<file path="src/pls_pkg.sv">
package pls_pkg;

    // Word width of one list element
    localparam int unsigned DATA_W = 32;

    // Readout never returns more than this many elements
    localparam int unsigned MAX_READOUT = 64;

    // Operation codes carried in mode
    localparam logic [2:0] MODE_INS_FRONT = 3'd0;
    localparam logic [2:0] MODE_INS_BACK  = 3'd1;
    localparam logic [2:0] MODE_INS_POS   = 3'd2;
    localparam logic [2:0] MODE_DEL_FRONT = 3'd3;
    localparam logic [2:0] MODE_DEL_BACK  = 3'd4;
    localparam logic [2:0] MODE_DEL_POS   = 3'd5;
    localparam logic [2:0] MODE_READOUT   = 3'd6;
    localparam logic [2:0] MODE_COUNT     = 3'd7;

    // Result status codes
    localparam logic [1:0] ST_DONE    = 2'd0;
    localparam logic [1:0] ST_IGNORED = 2'd1;
    localparam logic [1:0] ST_FULL    = 2'd2;
    localparam logic [1:0] ST_ELEMENT = 2'd3;

endpackage

</file>
<file path="src/pls_ram.sv">
module pls_ram #(
    parameter int unsigned WIDTH = 32,
    parameter int unsigned DEPTH = 64
) (
    input  logic                     clk,
    input  logic                     wr_en,
    input  logic [$clog2(DEPTH)-1:0] wr_addr,
    input  logic [WIDTH-1:0]         wr_data,
    input  logic                     rd_en,
    input  logic [$clog2(DEPTH)-1:0] rd_addr,
    output logic [WIDTH-1:0]         rd_data
);

    logic [WIDTH-1:0] mem [DEPTH];
    logic [WIDTH-1:0] rd_data_reg;

    // One write port, one registered read port; read data holds when idle
    always_ff @(posedge clk)
    begin
        if (wr_en)
        begin
            mem[wr_addr] <= wr_data;
        end
        if (rd_en)
        begin
            rd_data_reg <= mem[rd_addr];
        end
    end

    assign rd_data = rd_data_reg;

endmodule

</file>
<file path="src/positional_list_store.sv">
// positional_list_store: ordered list of up to CAPACITY signed 32-bit words.
// Input channel (in_valid/in_stall) takes one command word: mode, item_in and
// position. Output channel (out_valid/out_stall) returns result words; the last
// word caused by a command carries last_flag.
// Elements live in a single-port-write, registered-read RAM. A small sequencer
// moves elements one at a time through that RAM (read, then write one slot
// over). Inserts shift the elements at and above the position up, top first;
// deletes shift those above it down. Insert at back writes directly; delete
// at back, count and errors go straight to the summary word. Readout returns
// at most 64 elements, one word each; an empty list gives one summary word.
// in_stall is high from acceptance until the last result is loaded into the
// output register; a new command is taken while that result still waits.
// When the receiver stalls, the output word holds and the sequencer waits.
// Reset empties the list at once (count goes to zero); RAM contents are not
// cleared, and only positions below the count are ever read.
module positional_list_store
    import pls_pkg::*;
#(
    parameter int unsigned CAPACITY = 64
) (
    input  logic               clk,
    input  logic               rst_n,
    input  logic               in_valid,
    output logic               in_stall,
    input  logic [2:0]         mode,
    input  logic signed [31:0] item_in,
    input  logic [6:0]         position,
    output logic               out_valid,
    input  logic               out_stall,
    output logic signed [31:0] item_out,
    output logic [6:0]         element_index,
    output logic [6:0]         element_count,
    output logic [1:0]         status,
    output logic               last_flag
);

    localparam int unsigned AW = $clog2(CAPACITY);
    localparam int unsigned CW = $clog2(CAPACITY + 1);
    localparam int unsigned XW = ((CW > 7) ? CW : 7) + 1;

    typedef enum logic [2:0] {
        S_IDLE,
        S_INS,
        S_INS_WR,
        S_DEL,
        S_DEL_WR,
        S_RD_ISSUE,
        S_RD_DATA,
        S_DONE
    } state_t;

    state_t                   state_reg, state_next;
    logic [AW-1:0]            cur_reg, cur_next;
    logic [AW-1:0]            pos_reg, pos_next;
    logic signed [DATA_W-1:0] item_reg, item_next;
    logic [CW-1:0]            count_reg, count_next;
    logic [1:0]               op_status_reg, op_status_next;

    logic                     out_valid_reg, out_valid_next;
    logic signed [DATA_W-1:0] out_item_reg, out_item_next;
    logic [6:0]               out_index_reg, out_index_next;
    logic [6:0]               out_count_reg, out_count_next;
    logic [1:0]               out_status_reg, out_status_next;
    logic                     out_last_reg, out_last_next;

    logic                     ram_wr_en;
    logic [AW-1:0]            ram_wr_addr;
    logic [DATA_W-1:0]        ram_wr_data;
    logic                     ram_rd_en;
    logic [AW-1:0]            ram_rd_addr;
    logic [DATA_W-1:0]        ram_rd_data;

    logic [XW-1:0]            pos_x;
    logic [XW-1:0]            cnt_x;
    logic [XW-1:0]            cur_x;
    logic                     list_full;
    logic                     list_empty;
    logic                     out_free;
    logic                     rd_last;

    pls_ram #(
        .WIDTH (DATA_W),
        .DEPTH (CAPACITY)
    ) u_ram (
        .clk     (clk),
        .wr_en   (ram_wr_en),
        .wr_addr (ram_wr_addr),
        .wr_data (ram_wr_data),
        .rd_en   (ram_rd_en),
        .rd_addr (ram_rd_addr),
        .rd_data (ram_rd_data)
    );

    // Shared compare operands
    assign pos_x      = XW'(position);
    assign cnt_x      = XW'(count_reg);
    assign cur_x      = XW'(cur_reg);
    assign list_full  = (count_reg == CW'(CAPACITY));
    assign list_empty = (count_reg == '0);
    assign out_free   = !out_valid_reg || !out_stall;
    assign rd_last    = (cur_x + XW'(1) == cnt_x) || (cur_x == XW'(MAX_READOUT - 1));

    // Sequencer
    always_comb
    begin
        state_next      = state_reg;
        cur_next        = cur_reg;
        pos_next        = pos_reg;
        item_next       = item_reg;
        count_next      = count_reg;
        op_status_next  = op_status_reg;
        out_valid_next  = out_valid_reg && out_stall;
        out_item_next   = out_item_reg;
        out_index_next  = out_index_reg;
        out_count_next  = out_count_reg;
        out_status_next = out_status_reg;
        out_last_next   = out_last_reg;
        ram_wr_en       = 1'b0;
        ram_wr_addr     = cur_reg;
        ram_wr_data     = ram_rd_data;
        ram_rd_en       = 1'b0;
        ram_rd_addr     = cur_reg;

        case (state_reg)
            S_IDLE:
            begin
                if (in_valid)
                begin
                    item_next      = item_in;
                    op_status_next = ST_DONE;
                    state_next     = S_DONE;
                    case (mode)
                        MODE_INS_FRONT, MODE_INS_BACK:
                        begin
                            if (list_full)
                            begin
                                op_status_next = ST_FULL;
                            end
                            else
                            begin
                                pos_next   = (mode == MODE_INS_FRONT) ? '0 : AW'(count_reg);
                                cur_next   = AW'(count_reg);
                                state_next = S_INS;
                            end
                        end
                        MODE_INS_POS:
                        begin
                            if (pos_x == '0 || pos_x > cnt_x + XW'(1))
                            begin
                                op_status_next = ST_IGNORED;
                            end
                            else if (list_full)
                            begin
                                op_status_next = ST_FULL;
                            end
                            else
                            begin
                                pos_next   = AW'(pos_x - XW'(1));
                                cur_next   = AW'(count_reg);
                                state_next = S_INS;
                            end
                        end
                        MODE_DEL_FRONT:
                        begin
                            if (list_empty)
                            begin
                                op_status_next = ST_IGNORED;
                            end
                            else
                            begin
                                cur_next   = '0;
                                state_next = S_DEL;
                            end
                        end
                        MODE_DEL_BACK:
                        begin
                            // Last slot is simply dropped, storage untouched
                            if (list_empty)
                            begin
                                op_status_next = ST_IGNORED;
                            end
                            else
                            begin
                                count_next = count_reg - CW'(1);
                            end
                        end
                        MODE_DEL_POS:
                        begin
                            if (pos_x == '0 || pos_x > cnt_x)
                            begin
                                op_status_next = ST_IGNORED;
                            end
                            else
                            begin
                                cur_next   = AW'(pos_x - XW'(1));
                                state_next = S_DEL;
                            end
                        end
                        MODE_READOUT:
                        begin
                            if (!list_empty)
                            begin
                                cur_next   = '0;
                                state_next = S_RD_ISSUE;
                            end
                        end
                        MODE_COUNT:
                        begin
                            op_status_next = ST_DONE;
                        end
                        default:
                        begin
                            op_status_next = ST_DONE;
                        end
                    endcase
                end
            end

            // Open a hole at pos by moving elements up, top first
            S_INS:
            begin
                if (cur_reg == pos_reg)
                begin
                    ram_wr_en   = 1'b1;
                    ram_wr_addr = pos_reg;
                    ram_wr_data = $unsigned(item_reg);
                    count_next  = count_reg + CW'(1);
                    state_next  = S_DONE;
                end
                else
                begin
                    ram_rd_en   = 1'b1;
                    ram_rd_addr = cur_reg - AW'(1);
                    state_next  = S_INS_WR;
                end
            end

            S_INS_WR:
            begin
                ram_wr_en   = 1'b1;
                ram_wr_addr = cur_reg;
                cur_next    = cur_reg - AW'(1);
                state_next  = S_INS;
            end

            // Close the gap at cur by moving elements down
            S_DEL:
            begin
                if (XW'(cur_reg) + XW'(1) == cnt_x)
                begin
                    count_next = count_reg - CW'(1);
                    state_next = S_DONE;
                end
                else
                begin
                    ram_rd_en   = 1'b1;
                    ram_rd_addr = cur_reg + AW'(1);
                    state_next  = S_DEL_WR;
                end
            end

            S_DEL_WR:
            begin
                ram_wr_en   = 1'b1;
                ram_wr_addr = cur_reg;
                cur_next    = cur_reg + AW'(1);
                state_next  = S_DEL;
            end

            S_RD_ISSUE:
            begin
                ram_rd_en  = 1'b1;
                state_next = S_RD_DATA;
            end

            // One element word per read; waits while the output is full
            S_RD_DATA:
            begin
                if (out_free)
                begin
                    out_valid_next  = 1'b1;
                    out_item_next   = $signed(ram_rd_data);
                    out_index_next  = 7'(cur_x + XW'(1));
                    out_count_next  = 7'(count_reg);
                    out_status_next = ST_ELEMENT;
                    out_last_next   = rd_last;
                    if (rd_last)
                    begin
                        state_next = S_IDLE;
                    end
                    else
                    begin
                        cur_next   = cur_reg + AW'(1);
                        state_next = S_RD_ISSUE;
                    end
                end
            end

            // Single summary word
            S_DONE:
            begin
                if (out_free)
                begin
                    out_valid_next  = 1'b1;
                    out_item_next   = '0;
                    out_index_next  = '0;
                    out_count_next  = 7'(count_reg);
                    out_status_next = op_status_reg;
                    out_last_next   = 1'b1;
                    state_next      = S_IDLE;
                end
            end

            default:
            begin
                state_next = S_IDLE;
            end
        endcase
    end

    always_ff @(posedge clk or negedge rst_n)
    begin
        if (!rst_n)
        begin
            state_reg      <= S_IDLE;
            cur_reg        <= '0;
            pos_reg        <= '0;
            item_reg       <= '0;
            count_reg      <= '0;
            op_status_reg  <= ST_DONE;
            out_valid_reg  <= 1'b0;
            out_item_reg   <= '0;
            out_index_reg  <= '0;
            out_count_reg  <= '0;
            out_status_reg <= ST_DONE;
            out_last_reg   <= 1'b0;
        end
        else
        begin
            state_reg      <= state_next;
            cur_reg        <= cur_next;
            pos_reg        <= pos_next;
            item_reg       <= item_next;
            count_reg      <= count_next;
            op_status_reg  <= op_status_next;
            out_valid_reg  <= out_valid_next;
            out_item_reg   <= out_item_next;
            out_index_reg  <= out_index_next;
            out_count_reg  <= out_count_next;
            out_status_reg <= out_status_next;
            out_last_reg   <= out_last_next;
        end
    end

    assign in_stall      = (state_reg != S_IDLE);
    assign out_valid     = out_valid_reg;
    assign item_out      = out_item_reg;
    assign element_index = out_index_reg;
    assign element_count = out_count_reg;
    assign status        = out_status_reg;
    assign last_flag     = out_last_reg;

    // Count stays within capacity
    a_count_bound: assert property (@(posedge clk) disable iff (!rst_n)
        XW'(count_reg) <= XW'(CAPACITY))
        else $error("element count above capacity");

    // Count moves by at most one per cycle
    a_count_step: assert property (@(posedge clk) disable iff (!rst_n)
        (count_reg != $past(count_reg)) |->
            (count_reg == $past(count_reg) + CW'(1) ||
             count_reg == $past(count_reg) - CW'(1)))
        else $error("element count jumped");

    // RAM writes stay inside the occupied region plus one slot
    a_wr_range: assert property (@(posedge clk) disable iff (!rst_n)
        ram_wr_en |-> (XW'(ram_wr_addr) <= cnt_x && XW'(ram_wr_addr) < XW'(CAPACITY)))
        else $error("RAM write outside list");

    // A count request goes straight to the summary word
    a_count_cmd: assert property (@(posedge clk) disable iff (!rst_n)
        (in_valid && !in_stall && mode == MODE_COUNT) |=> (state_reg == S_DONE))
        else $error("count request not answered at once");

endmodule

</file>
<file path="config.mk">
export PLATFORM = sky130hd
export DESIGN_NAME = positional_list_store
export DESIGN_NICKNAME = d
export VERILOG_FILES = /design/src/pls_pkg.sv /design/src/pls_ram.sv /design/src/positional_list_store.sv
export SDC_FILE = /design/constraint.sdc
export NUM_CORES = 2
export LEC_CHECK = 0
export BUFFER_PORTS_ARGS = -buffer_cell sky130_fd_sc_hd__buf_2
export CAP_MARGIN = 10
export CORE_MARGIN = 2
export CORE_UTILIZATION = 30
export CTS_CLUSTER_DIAMETER = 100
export DETAILED_ROUTE_END_ITERATION = 6
export HOLD_SLACK_MARGIN = 0.08
export PLACE_DENSITY = 0.45
export SKIP_LAST_GASP = 1
export SYNTH_ARGS = -nofsm -noshare
export SYNTH_HDL_FRONTEND = slang
export SYNTH_HIERARCHICAL = 1
export SYNTH_SLANG_ARGS = --single-unit
</file>
<file path="constraint.sdc">
create_clock -name clk -period 6.2 [get_ports clk]
set_input_delay 0.93 -clock clk [delete_from_list [all_inputs] [get_ports clk]]
set_output_delay 0.93 -clock clk [all_outputs]
set_load 0.02 [all_outputs]
</file>
==> Yosys cells after proc, flatten, opt, wreduce, memory -nomap -nowiden <==
Memory sizes are Yosys's and may differ from the RTL's. A register that Yosys moved wholly into a read port is not among the register bits.
Index checks and enable logic that the tools add are counted.
{ "classes": {"n_addsub": 7, "order_cmp": 2, "eq_ne": 32, "n_mux": 66, "n_reduce_logical": 28} }
{ "op_table": {"columns": ["operator", "n"], "rows": [
  ["2-to-1 mux 32 bit", 4],
  ["2-to-1 mux 6 bit", 15],
  ["case mux 32 bit (2 select lines)", 1],
  ["2-to-1 mux 7 bit", 7],
  ["case mux 6 bit (4 select lines)", 2],
  ["2-to-1 mux 3 bit", 9],
  ["case mux 3 bit (8 select lines)", 1],
  ["case mux 6 bit (2 select lines)", 2],
  ["equality test 3 bit (second input constant)", 7],
  ["case mux 7 bit (3 select lines)", 1],
  ["!= test 2 bit (second input constant)", 10],
  ["case mux 3 bit (5 select lines)", 1],
  ["case mux 7 bit (2 select lines)", 1],
  ["equality test 3 x 2 -> 1 bit (second input constant)", 4],
  ["2-to-1 mux 2 bit", 6],
  ["AND reduction 6 bit", 2],
  ["subtractor 6 x 1 -> 6 bit (second input constant)", 2],
  ["2-to-1 mux 1 bit", 11],
  ["OR reduction 2 bit", 5],
  ["!= test 3 bit (second input constant)", 3],
  ["adder 7 x 1 -> 8 bit (second input constant)", 1],
  ["equality test 8 x 7 -> 1 bit", 1],
  ["> comparator 7 x 8 -> 1 bit", 1],
  ["logical NOT 8 bit", 1],
  ["other kinds (26)", 37]
]} }
{ "word_totals": {"ff_bits": 106, "mem_bits_rw": 2048, "out_inout_bits": 51, "wordCells": 148, "n_memories": 1} }
{ "mem_list": {"columns": ["name", "depth", "word_bits", "read_ports", "rd_ports_with_merged_regs", "wr", "line", "source"], "rows": [
  ["u_ram.mem", 64, 32, 1, 1, 1, "pls_ram.sv:14", "logic [WIDTH-1:0] mem [DEPTH];"]
]} }

==> Longest topological paths before layout <==
{ "depth": {"ltp_word": 7, "ltp_mapped": 19, "depth_no_buf": 12} }

==> Cells and area by module <==
The synthesis kept the hierarchy.
{ "modules_own_cells": {"columns": ["mod", "n_inst", "cells_per_inst", "area_each_um2", "seq_area_each_um2"], "rows": [
  ["pls_ram", 1, 3511, 79359.9, 62459.9],
  ["positional_list_store", 1, 602, 6338.6, 2652.5]
]} }

==> Worst setup path before layout <==
OpenSTA, ideal clock, no wires.
{ "synth_timing": {"path_type": "reg-to-reg", "startpoint": "register cur_reg[5]", "endpoint": "memory u_ram.mem[27][0] (enable)", "arrival_ps": 3915, "required_time_ps": 5779, "setup_slack_ps": 1864, "stages_incl_launch_ff": 12, "path_buffers": 4, "path_cell_list": "dfrtp_1 > buf_2 > xor2_1 > nor4_1 > nand4_1 > clkbuf_1 > o21ai_0 > clkbuf_1 > inv_1 > or2_2 > clkbuf_1 > nor2_1"} }
{ "synth_via": {"elab_chain_len": 5} }
{ "synth_rtl": {"columns": ["element", "line", "source"], "rows": [
  ["start, declared", "positional_list_store.sv:53", "logic [AW-1:0] cur_reg, cur_next;"],
  ["start signal, assigned", "positional_list_store.sv:341", "cur_reg <= cur_next;"],
  ["equality test 6 bit", "positional_list_store.sv:222", "if (cur_reg == pos_reg)"],
  ["2-to-1 mux 1 bit", "positional_list_store.sv:222", null],
  ["case mux 1 bit (2 select lines)", "positional_list_store.sv:124", "case (state_reg)"],
  ["net ram_wr_en", "positional_list_store.sv:66", "logic ram_wr_en;"],
  ["2-to-1 mux 1 bit", "pls_ram.sv:20", "if (wr_en)"],
  ["2-to-1 mux 1 bit (implied by the code)", "pls_ram.sv:22", "mem[wr_addr] <= wr_data;"],
  ["end, declared", "pls_ram.sv:14", null]
]} }
The timed path passes the listed nets, and every way through them passes these cells.

==> Final worst setup path <==
{ "layout_timing": {"startpoint": "register cur_reg[1]", "endpoint": "register u_ram.rd_data_reg[19], in the netlist u_ram/rd_data[19], read port of u_ram.mem, data pin"} }
{ "layout_via": {"elab_chain_len": 4} }
{ "layout_rtl": {"columns": ["element", "line", "source"], "rows": [
  ["adder 6 x 1 -> 7 bit", "positional_list_store.sv:249", "if (XW'(cur_reg) + XW'(1) == cnt_x)"],
  ["equality test 8 x 7 -> 1 bit", "positional_list_store.sv:249", null],
  ["2-to-1 mux 6 bit", "positional_list_store.sv:249", null],
  ["case mux 6 bit (2 select lines) (*)", "positional_list_store.sv:124", null],
  ["net ram_rd_addr[3]", "positional_list_store.sv:70", "logic [AW-1:0] ram_rd_addr;"],
  ["end, declared", "pls_ram.sv:15", "logic [WIDTH-1:0] rd_data_reg;"]
]} }
The timed path passes the listed nets; every way through them passes the cells marked *.
A chain may end at the register's enable or synchronous reset.

==> results.toml <==
[routing]
drc = 0
drtIter0Drc = 4700
totalWireLength_um = 261000
num_vias = 43600
post_drt_wl_per_cell_um = 31.0
postRouteAntennaNets = 0
dr.pass1.iters = 6
avgViaCountPerCell = 5.19

[cts]
cts_setup_buffers = 0
clk_path_buf_depth = 4
path_clk_slew_ns = 0.06
cts_max_level = 4
cts_hold_buf = 0
ctsRootBufferMaster = "clkbuf_16"
cts_tree = "built"
clock_latency_ns = 0.90
cts_buffers = 235
cts_sinks = 2186
cts-resized-gates = 0

[status]
outcome = "complete, no violations"

[sta]
fin_crit_sh_pct = 94.5
tightestPinTransition_ns = 1.26
fin_skew_ns = 0.0597
setup_slack_ns = 0.341
setup_tns_ns = 0
maxSlewViolCount = 0
relSlewSlack_pct = 15.6
final_hold_viol_count = 0
report.final.setup_viol = 0
max_freq_mhz = 171
period_needed_ns = 5.86
rsz0062_at_grt = "false"

[worst_setup_path]
r2r-end = "u_ram/rd_data[19]"
startpoint_type = "register"
r2r_start = "cur_reg[1]"
r2r_slack_ns = 0.34
path_class = "register to register"
rr_worst_depth = 15
worstPathRequired_ns = 6.95
arrival_ns = 6.61
path_max_fanout = 25
endpoint_kind = "register"

[yosys]
ys_seq_area_share_pct = 76.0
synthMuxAreaShare_pct = 15.0
synthXorXnorAreaFrac_pct = 0.423
netlist_instances = 4113
yosys.area_share.simple_pct = 2.10
synth_async_sr_flop_share_pct = 4.85
synth_top_family_by_area = "multiplexers"
yosysUniqueCellTypes = 85
synth_area_um2 = 85700
synthFlopType = "edfxtp_1"
synth_fa_ha_area_share_pct = 0.374
ys_ff_latch = 2186
synth-compound-area-share_pct = 4.27
postSynthAreaPerCell_um2 = 20.8
synth_edf_count = 2080
syn_nets = 4184
ys_warn_count = 6

[place]
dp_slack_ns = 0.371
dp_hpwl_um = 163000
place_congestion = 0.801
portBuffers = 96

[floorplan]
fp-row-count = 196
die-area_um2 = 290000
io_pins = 97
initial_core_util_pct = 30.1
core_area_um2 = 285000
dieWidth_um = 538
die_height_um = 538

[worst_hold_path]
hp-class = "primary input to asynchronous set/reset pin"

[global_routing]
grt_max_degree = 74
grt_overflow_total = 0
antenna_found_initial = 23
grt.total_usage_pct = 17.6
grt_pass1_wl_um = 361000
grt_pass1_vias = 43300

[final_layout]
final_common_cell = "edfxtp_1"
layout.nets = 4517
mostFrequentLayoutCells = "2080 x edfxtp_1, 446 x mux4_2, 237 x clkbuf_16, 224 x buf_4, 195 x mux2i_1"
area_growth_pct = 16.1
layout-drive-gt1-share_pct = 27.9
max_flop_register = "u_ram/mem"
largest_register_ffs = 2048

[flow_run]
cap_viol_max_count = 0
[layer usage]
metal  track usage (%)  up-vias  wire, µm
met2              27.5     1491    121000
li1                  -    17900         -
met3              2.58      289     15500
met5                 0        -         7
met4              4.41        2      6080
met1              25.8    23900    119000
[synthesized netlist by cell type, types with 13 or more instances]
master	count	area share, %
edfxtp_1	2080	73
mux4_2	446	12
mux2i_1	195	2.3
a22oi_1	131	1.1
nor2_1	111	0.49
dfrtp_1	106	3.1
clkbuf_1	102	0.45
mux2_2	75	0.99
nand2_1	74	0.32
buf_2	66	0.39
o21ai_0	66	0.39
nand3_1	64	0.37
a22o_1	50	0.51
a21oi_1	48	0.28
o22ai_1	48	0.35
buf_6	33	0.43
buf_4	30	0.26
a211oi_1	25	0.22
ha_1	24	0.35
inv_1	24	0.11
xnor2_1	24	0.25
a31oi_1	22	0.16
nor2b_1	19	0.14
o221ai_1	19	0.19
nor3_1	16	0.093
o211ai_1	16	0.14
xor2_1	13	0.13
[through the flow]
step,cell area [µm²],utilization [%],hold WS [ns],instances
2_1_floorplan,85700,-,0.462,4113
3_3_place_gp,92200,32.4,0.457,7969
3_5_place_dp,92200,32.4,0.466,7970
4_1_cts,99500,34.9,0.177,8384
5_1_grt,99500,34.9,0.244,8390
6_report,99500,35.0,0.192,8404
[worst max path at each step]
stage / start / depth (start not counted) / slack [ns] / end
after detailed placement: cur_reg[1] / 15 / 0.37 / u_ram/rd_data[19]
after floorplan: cur_reg[5] / 11 / 1.86 / u_ram/mem[27][0]
after global placement: cur_reg[1] / 15 / 0.26 / u_ram/rd_data[31]
final: cur_reg[1] / 15 / 0.34 / u_ram/rd_data[19]
after CTS: cur_reg[1] / 15 / 0.34 / u_ram/rd_data[19]
after global routing: cur_reg[1] / 15 / 0.17 / u_ram/rd_data[8]
[area by class of cell]
class | count | area, µm²
fillers | 26400 | 185000
flip-flops and latches | 2186 | 65100
multi-input cells | 1653 | 19600
clock buffers | 287 | 6130
well taps | 3762 | 4710
repair buffers | 345 | 2670
clock inverters | 127 | 1120
inverters | 25 | 93.8
diodes | 19 | 47.5
[cells by family after synthesis]
group / after synthesis
compound gates: 507
mux: 717
buf+inv: 274
simple gates: 365
fa+ha+maj: 25
xor+xnor: 39
flops: 2186
[critical path, stage by stage (launching register included)]
cell	delay, ns
dfrtp_1	0.70
ha_1	0.37
nand3_2	0.19
xnor2_1	0.27
o2111ai_2	0.16
o311ai_2	0.34
buf_4	0.29
o22ai_1	0.18
xor2_4	0.74
buf_4	0.43
and2_4	0.63
buf_12	0.25
buf_4	0.19
a22oi_1	0.11
nand3_1	0.52
and3_1	0.27
Power is left out: the tool's default activity adds up to more than one toggle a clock period on the data nets, which glitch-free logic cannot reach.
